==> src/rtl/max_drawdown_tracker_unit_assert.svh <==
// Assertion macros shared by the drawdown tracker modules.
`ifndef MAX_DRAWDOWN_TRACKER_UNIT_ASSERT_SVH
`define MAX_DRAWDOWN_TRACKER_UNIT_ASSERT_SVH
`ifndef ASSERT_OFF
`define MDT_ASSERT(label, clk, rst_n, prop) \
	label: assert property (@(posedge clk) disable iff (!rst_n) prop) \
		else $error("assertion failed");
`define MDT_ASSERT_ALWAYS(label, clk, prop) \
	label: assert property (@(posedge clk) prop) else $error("assertion failed");
`else
`define MDT_ASSERT(label, clk, rst_n, prop)
`define MDT_ASSERT_ALWAYS(label, clk, prop)
`endif
`endif

==> src/rtl/mdt_pkg.sv <==
// Package: shared types and constants of the drawdown tracker.
package mdt_pkg;
	localparam int MaxDays = 65536;
	localparam logic [15:0] DayLimit = (MaxDays - 1 > 65535) ? 16'hFFFF : 16'(MaxDays - 1);
	localparam logic [47:0] ValMax = {48{1'b1}};
	localparam logic [47:0] OneQ32 = 48'h1_0000_0000;
	localparam logic [31:0] DdFull = 32'h8000_0000;

	// classified day handed from front to back
	typedef struct packed {
		logic        valid_day;
		logic        fin;
		logic [32:0] factor;   // 2^28 + r, signed
		logic [15:0] idx;
	} mdt_cmd_t;

	typedef enum logic [2:0] {
		ST_IDLE, ST_MUL, ST_CMP, ST_DIV, ST_UPD, ST_OUT
	} mdt_state_t;
endpackage

==> src/rtl/mdt_front.sv <==
// Front end: accepts days, tracks gaps and day index, queues classified words.
`include "max_drawdown_tracker_unit_assert.svh"
module mdt_front (
	input  logic             clk,
	input  logic             arst_n,
	input  logic             push,
	output logic             full,
	input  logic [31:0]      day_return,
	input  logic             missing,
	input  logic             last,
	output logic             cmd_valid,
	output mdt_pkg::mdt_cmd_t cmd,
	input  logic             cmd_take
);
	mdt_pkg::mdt_cmd_t fifo_q [2];
	logic [1:0]  cnt_q;
	logic        rd_q, wr_q;
	logic [15:0] day_q, gap_start_q;
	logic        gap_open_q;
	logic        acc;
	mdt_pkg::mdt_cmd_t nc;

	assign full = cnt_q == 2'd2;
	assign acc = push && !full;
	assign cmd_valid = cnt_q != 2'd0;
	assign cmd = fifo_q[rd_q];

	always_comb begin
		nc.valid_day = !missing;
		nc.fin = last;
		nc.factor = 33'sh1000_0000 + {{1{day_return[31]}}, day_return};
		nc.idx = gap_open_q ? gap_start_q : day_q;
	end

	always_ff @(posedge clk) begin
		if (acc) fifo_q[wr_q] <= nc;
	end

	always_ff @(posedge clk or negedge arst_n) begin
		if (!arst_n) begin
			cnt_q <= '0; rd_q <= 1'b0; wr_q <= 1'b0;
			day_q <= '0; gap_start_q <= '0; gap_open_q <= 1'b0;
		end else begin
			if (acc) wr_q <= !wr_q;
			if (cmd_take && cmd_valid) rd_q <= !rd_q;
			cnt_q <= cnt_q + 2'(acc) - 2'(cmd_take && cmd_valid);
			if (acc) begin
				if (last) begin
					day_q <= '0; gap_open_q <= 1'b0; gap_start_q <= '0;
				end else begin
					if (day_q < mdt_pkg::DayLimit) day_q <= day_q + 16'd1;
					if (missing && !gap_open_q) begin
						gap_open_q <= 1'b1; gap_start_q <= day_q;
					end else if (!missing) gap_open_q <= 1'b0;
				end
			end
		end
	end

	`MDT_ASSERT(a_cnt_max, clk, arst_n, cnt_q <= 2'd2)
	`MDT_ASSERT(a_no_acc_full, clk, arst_n, full |-> !acc)
	`MDT_ASSERT(a_gap_le_day, clk, arst_n, gap_open_q |-> gap_start_q <= day_q)
endmodule

==> src/rtl/mdt_back.sv <==
// Back end: compounds value, divides drawdown, tracks trough and recovery.
`include "max_drawdown_tracker_unit_assert.svh"
module mdt_back (
	input  logic             clk,
	input  logic             arst_n,
	input  logic             cmd_valid,
	input  mdt_pkg::mdt_cmd_t cmd,
	output logic             cmd_take,
	output logic             empty,
	input  logic             pop,
	output logic [31:0]      max_drawdown,
	output logic [15:0]      trough_day,
	output logic [15:0]      recovery_days,
	output logic             recovered,
	output logic             all_missing
);
	mdt_pkg::mdt_state_t st_q, st_d;
	mdt_pkg::mdt_cmd_t   c_q;
	logic [47:0] val_q, peak_q, nv_q, rem_q;
	logic [31:0] best_q, q_q;
	logic [15:0] trough_q, rcnt_q;
	logic        rfound_q, seen_q;
	logic [4:0]  it_q;
	logic [56:0] a_q, b_q;
	logic        out_v_q;
	logic [31:0] o_dd_q;
	logic [15:0] o_tr_q, o_rc_q;
	logic        o_rec_q, o_all_q;
	logic [48:0] r2;
	logic [53:0] res;
	logic [47:0] nv_d;

	assign empty = !out_v_q;
	assign max_drawdown = o_dd_q;
	assign trough_day = o_tr_q;
	assign recovery_days = o_rc_q;
	assign recovered = o_rec_q;
	assign all_missing = o_all_q;
	assign cmd_take = (st_q == mdt_pkg::ST_IDLE) && cmd_valid;
	assign r2 = {rem_q, 1'b0};
	assign res = 54'(a_q >> 4) + 54'((({53'd0, a_q[3:0]} << 24) + 57'(b_q)) >> 28);
	// clamp at zero for a non-positive factor, saturate at the top
	assign nv_d = (c_q.factor[32] || c_q.factor == 33'd0) ? 48'd0
		: (res > 54'(mdt_pkg::ValMax) ? mdt_pkg::ValMax : res[47:0]);

	always_comb begin
		st_d = st_q;
		case (st_q)
			mdt_pkg::ST_IDLE: if (cmd_valid) st_d = cmd.valid_day ? mdt_pkg::ST_MUL
				: (cmd.fin ? mdt_pkg::ST_OUT : mdt_pkg::ST_IDLE);
			mdt_pkg::ST_MUL: st_d = mdt_pkg::ST_CMP;
			mdt_pkg::ST_CMP: st_d = (nv_d >= peak_q || nv_d == 48'd0) ? mdt_pkg::ST_UPD
				: mdt_pkg::ST_DIV;
			mdt_pkg::ST_DIV: if (it_q == 5'd30) st_d = mdt_pkg::ST_UPD;
			mdt_pkg::ST_UPD: st_d = c_q.fin ? mdt_pkg::ST_OUT : mdt_pkg::ST_IDLE;
			mdt_pkg::ST_OUT: if (!out_v_q || pop) st_d = mdt_pkg::ST_IDLE;
			default: st_d = mdt_pkg::ST_IDLE;
		endcase
	end

	always_ff @(posedge clk) begin
		case (st_q)
			mdt_pkg::ST_IDLE: if (cmd_valid) c_q <= cmd;
			mdt_pkg::ST_MUL: begin
				a_q <= 57'(val_q[47:24]) * 57'(c_q.factor[31:0]);
				b_q <= 57'(val_q[23:0]) * 57'(c_q.factor[31:0]);
			end
			mdt_pkg::ST_CMP: begin
				nv_q <= nv_d;
				it_q <= '0; q_q <= '0;
			end
			default: ;
		endcase
		if (st_q == mdt_pkg::ST_CMP) rem_q <= peak_q - nv_d;
		else if (st_q == mdt_pkg::ST_DIV) begin
			// one restoring step per cycle
			it_q <= it_q + 5'd1;
			if (r2 >= {1'b0, peak_q}) begin
				rem_q <= 48'(r2 - {1'b0, peak_q}); q_q <= {q_q[30:0], 1'b1};
			end else begin
				rem_q <= r2[47:0]; q_q <= {q_q[30:0], 1'b0};
			end
		end
	end

	logic [31:0] dd;
	always_comb begin
		if (peak_q == 48'd0 || nv_q >= peak_q) dd = '0;
		else if (nv_q == 48'd0) dd = mdt_pkg::DdFull;
		else dd = q_q;
	end

	always_ff @(posedge clk or negedge arst_n) begin
		if (!arst_n) begin
			st_q <= mdt_pkg::ST_IDLE;
			val_q <= mdt_pkg::OneQ32; peak_q <= '0; best_q <= '0; trough_q <= '0;
			rcnt_q <= '0; rfound_q <= 1'b0; seen_q <= 1'b0; out_v_q <= 1'b0;
			o_dd_q <= '0; o_tr_q <= '0; o_rc_q <= '0; o_rec_q <= 1'b0; o_all_q <= 1'b0;
		end else begin
			st_q <= st_d;
			if (pop && out_v_q) out_v_q <= 1'b0;
			if (st_q == mdt_pkg::ST_UPD) begin
				seen_q <= 1'b1;
				val_q <= nv_q;
				if (nv_q >= peak_q) begin
					if (best_q != 0 && !rfound_q && c_q.idx > trough_q) begin
						rfound_q <= 1'b1; rcnt_q <= c_q.idx - trough_q;
					end
					peak_q <= nv_q;
				end else if (dd > best_q) begin
					best_q <= dd; trough_q <= c_q.idx; rfound_q <= 1'b0; rcnt_q <= '0;
				end
			end
			if (st_q == mdt_pkg::ST_OUT && (!out_v_q || pop)) begin
				out_v_q <= 1'b1;
				o_all_q <= !seen_q;
				o_dd_q <= (seen_q && best_q != 0) ? best_q : '0;
				o_tr_q <= (seen_q && best_q != 0) ? trough_q : '0;
				o_rc_q <= (seen_q && best_q != 0 && rfound_q) ? rcnt_q : '0;
				o_rec_q <= seen_q && (best_q == 0 || rfound_q);
				val_q <= mdt_pkg::OneQ32; peak_q <= '0; best_q <= '0; trough_q <= '0;
				rcnt_q <= '0; rfound_q <= 1'b0; seen_q <= 1'b0;
			end
		end
	end

	`MDT_ASSERT(a_dd_max, clk, arst_n, best_q <= mdt_pkg::DdFull)
	`MDT_ASSERT(a_take_idle, clk, arst_n, cmd_take |-> st_q == mdt_pkg::ST_IDLE)
	`MDT_ASSERT(a_div_len, clk, arst_n, st_q == mdt_pkg::ST_DIV |-> it_q <= 5'd30)
endmodule

==> src/rtl/max_drawdown_tracker_unit.sv <==
// Top level of the maximum drawdown tracker.
// Each day is one input word; a valid day is multiplied, compared and updated,
// plus the 31-step serial divider in the back end if below the peak and nonzero.
// Missing days skip these steps. A two-entry queue between front and back lets
// input flow on while the back end works; one result word per series.
module max_drawdown_tracker_unit (
	input  logic        clk,
	input  logic        arst_n,
	input  logic        push,
	output logic        full,
	input  logic [31:0] day_return,
	input  logic        missing,
	input  logic        last,
	output logic        empty,
	input  logic        pop,
	output logic [31:0] max_drawdown,
	output logic [15:0] trough_day,
	output logic [15:0] recovery_days,
	output logic        recovered,
	output logic        all_missing
);
	logic cmd_valid, cmd_take;
	mdt_pkg::mdt_cmd_t cmd;

	mdt_front u_front (.clk, .arst_n, .push, .full, .day_return, .missing, .last,
		.cmd_valid, .cmd, .cmd_take);
	mdt_back u_back (.clk, .arst_n, .cmd_valid, .cmd, .cmd_take, .empty, .pop,
		.max_drawdown, .trough_day, .recovery_days, .recovered, .all_missing);
endmodule

==> config.mk <==
export PLATFORM = sky130hd
export DESIGN_NAME = max_drawdown_tracker_unit
export DESIGN_NICKNAME = d
export VERILOG_FILES = /design/src/rtl/mdt_pkg.sv /design/src/rtl/mdt_front.sv /design/src/rtl/mdt_back.sv /design/src/rtl/max_drawdown_tracker_unit.sv
export VERILOG_INCLUDE_DIRS = /design/src /design/src/rtl
export SDC_FILE = /design/constraint.sdc
export NUM_CORES = 2
export LEC_CHECK = 0
export ABC_AREA = 1
export BUFFER_PORTS_ARGS = -buffer_cell sky130_fd_sc_hd__buf_2
export CORE_UTILIZATION = 66
export CTS_CLUSTER_SIZE = 28
export DETAILED_ROUTE_END_ITERATION = 16
export PLACE_DENSITY = 0.83
export SETUP_SLACK_MARGIN = 0.3
export SYNTH_ARGS = -nofsm -noshare
export SYNTH_HDL_FRONTEND = slang
export SYNTH_SLANG_ARGS = --single-unit
==> constraint.sdc <==
create_clock -name clk -period 9.83 [get_ports clk]
set_clock_uncertainty 0.15 [all_clocks]
set_input_delay 0 -clock clk [delete_from_list [all_inputs] [get_ports clk]]
set_output_delay 0 -clock clk [all_outputs]
set_load 0.05 [all_outputs]
==> flow_summary.toml <==
[run_status]
status = "finished, final reports clean"

[synthesis]
synth_fa_ha_area_frac = 0.396
synth-edff-count = 336
synth_warnings = 0
synth_compound_area_frac = 0.0713
yosys.cell_types.count = 60
synthFlopType = "edfxtp_1"
synthCells = 10400
synth.avg_cell_area_um2 = 8.19
synth_top_family_by_area = "adder cells"
seq_area_frac_synth = 0.206
synthMuxAreaShare = 0.00674
synthSimpleGateAreaFrac = 0.166
synthXorXnorAreaFrac = 0.0239
ys_ff_latch = 642
synth_fp_nets = 12400
async_reset_ff_frac = 0.419
syn_area_mm2 = 0.0852

[clock_network]
cts_tree = "built"
h-tree-depth = 3
numCtsBuffers = 76
cts_buffer_depth = 3
cts_root_buf = "clkbuf_16"
clk_latency_ns = 0.74
cts_sinks = 642
clkTransAtPathRegs_ns = 0.06
cts-resized-gates = 0
postCtsSetupRepairBufs = 0

[floorplan]
die_height_um = 361
ios = 106
die_w_um = 361
start_util = 0.667
fp.dieArea_mm2 = 0.131
core_mm2 = 0.128
std_cell_rows = 131

[cells_and_area]
final_common_cell = "nand2_1"
post-route-util = 0.711
final_cell_area_mm2 = 0.0908
final_nets = 12300
fin_cells = 12100
area_growth_pct = 6.57
drive_gt1_frac = 0.0483
mostFrequentLayoutCells = "nand2_1, inv_1, fa_1"

[global_routing]
grt_pass1_wl_mm = 403
grt_start_max_net_pins = 117
grt_pass1_vias = 74900
overflow = 0
gr-usage-all-layers = 0.400
antenna_found_initial = 2

[setup_path]
cpLargestDelayFamily = "adder cells"
critPathLaunchType = "register"
cp_max_fo = 25
reg2reg_setup_slack_ns = 1.00
worstReg2RegStart = "u_back.c_q[30]$_DFFE_PP_"
cpMostUsedCell = "fa_1"
required_ns = 10.10
critPathKind = "register to register"
r2r-end = "u_back.a_q[33]$_DFFE_PP_"
worstPathBufferInverterCount = 6
critPathCaptureType = "register"
slowest_stage = "edfxtp_1"
arrival_ns = 9.09
slowest_delay_ns = 1.14
reg2regPathDepth = 25

[sta]
rsz0062_at_grt = "false"
maxSlewHeadroom = 0.0160
tightest_slew_ns = 1.48
fmaxAchievable_mhz = 113
setup_tns_ns = 0
hold_viol_final = 0
fin_crit_sh = 0.898
slew_violations = 0
min_period_ns = 8.83
setup_viol = 0

[placement]
gp_congestion = 1.01
dpl.hpwl_mm = 201
dp.cells = 11900
port_buffers = 105
post_dp_cell_area_mm2 = 0.0874

[route]
m1WireLength_mm = 90.0
vias = 70500
drtIter0Drc = 6696
firstDrtPassIters = 6
wl_met2_mm = 123
wl_met3_mm = 25.8
wirelength_mm = 257
antenna_left = 0
top_layer = "met5"
post_drt_wl_per_cell_um = 21.2
viasPerCell = 5.84
drc = 0

[worst_hold_path]
min_from = "day_return[29]"
hold_end = "u_front.fifo_q[1][45]$_DFFE_PP_"
holdPathStages = 3
min_path_type = "input pin to register"

[job]
drv_cap = 0
==> sequential cells by signal (all words and copies together) (netlist names), 48 cells and up <==
name / count
u_back.c_q: 50
u_front.fifo_q: 102
u_back.val_q: 48
u_back.a_q: 56
u_back.nv_q: 48
u_back.rem_q: 48
u_back.peak_q: 48
==> logic make-up after synthesis <==
group                    Yosys count
AND/OR/NAND/NOR                 3531
buffers and inverters           2934
adder cells (fa/ha/maj)         1910
XOR/XNOR                         233
multiplexers                      51
flip-flops                       642
AO/OA/AOI/OAI                   1107
==> synthesized netlist by cell type, types with 13 or more instances <==
master	n	area share
nand2_1	2636	0.12
inv_1	2453	0.11
fa_1	1319	0.31
ha_1	591	0.087
nor2_1	429	0.019
o21ai_0	422	0.025
a21oi_1	414	0.024
clkbuf_1	369	0.016
edfxtp_1	336	0.12
dfrtp_1	268	0.079
nand3_1	205	0.012
xor2_1	136	0.014
xnor2_1	97	0.010
buf_1	86	0.0038
nor3_1	85	0.0050
nand4_1	79	0.0058
a31oi_1	75	0.0055
mux2_2	51	0.0067
nor4_1	41	0.0030
dfxtp_1	37	0.0087
o22ai_1	37	0.0027
o211ai_1	21	0.0018
o21ai_1	21	0.0012
o21bai_1	21	0.0018
o21a_1	19	0.0017
a21o_1	17	0.0015
inv_2	14	0.00062
o31ai_1	13	0.0011
==> layout make-up <==
type,count,area [um2]
multi-input combinational,6832,56700
fill,9581,37000
sequential,642,17600
inverter,2467,9260
timing repair buffer,332,2520
clock buffer,113,2280
tap,1662,2080
clock inverter,28,420
antenna,2,5.00
==> worst max-delay path by stage <==
stage,startpoint,endpoint,depth (start not counted)
2_1_floorplan,u_back.st_q[2]$_DFFE_PN0P_,u_back.a_q[0]$_DFFE_PP_,1
3_3_place_gp,u_back.c_q[20]$_DFFE_PP_,u_back.b_q[49]$_DFFE_PP_,24
3_5_place_dp,u_back.c_q[23]$_DFFE_PP_,u_back.b_q[49]$_DFFE_PP_,26
4_1_cts,u_back.c_q[30]$_DFFE_PP_,u_back.a_q[33]$_DFFE_PP_,25
5_1_grt,u_back.b_q[25]$_DFFE_PP_,u_back.rem_q[42]$_DFFE_PP_,50
6_report,u_back.c_q[30]$_DFFE_PP_,u_back.a_q[33]$_DFFE_PP_,25
==> worst min-delay path: stages <==
cell	delay [ns]
dlygate4sd3_1	0.54
buf_2	0.12
ha_1	0.15
==> metal layers <==
| metal | vias up | track usage |
|---|---|---|
| met4 | 4 | 0.240 |
| met1 | 34500 | 0.469 |
| met3 | 1053 | 0.0958 |
| met2 | 3690 | 0.670 |
| li1 | 31300 | - |
| met5 | - | 0 |
==> per-stage QoR <==
stage	worst slack, ns	hold WS, ns
after floorplan	2.60	-0.446
after global placement	1.23	-0.0553
after detailed placement	1.31	-0.0496
after CTS	1.23	0.00691
after global routing	0.353	0.0300
final	1.00	0.0427
==> timing repair <==
item | in CTS | in global routing
hold buffers | 72 | 0
setup endpoints to repair | 0 | 0
endpoints found under the hold margin | 205 | 0
Power is not shown: default switching activity piles up to over one toggle a cycle in this logic, so the estimate is an artifact.
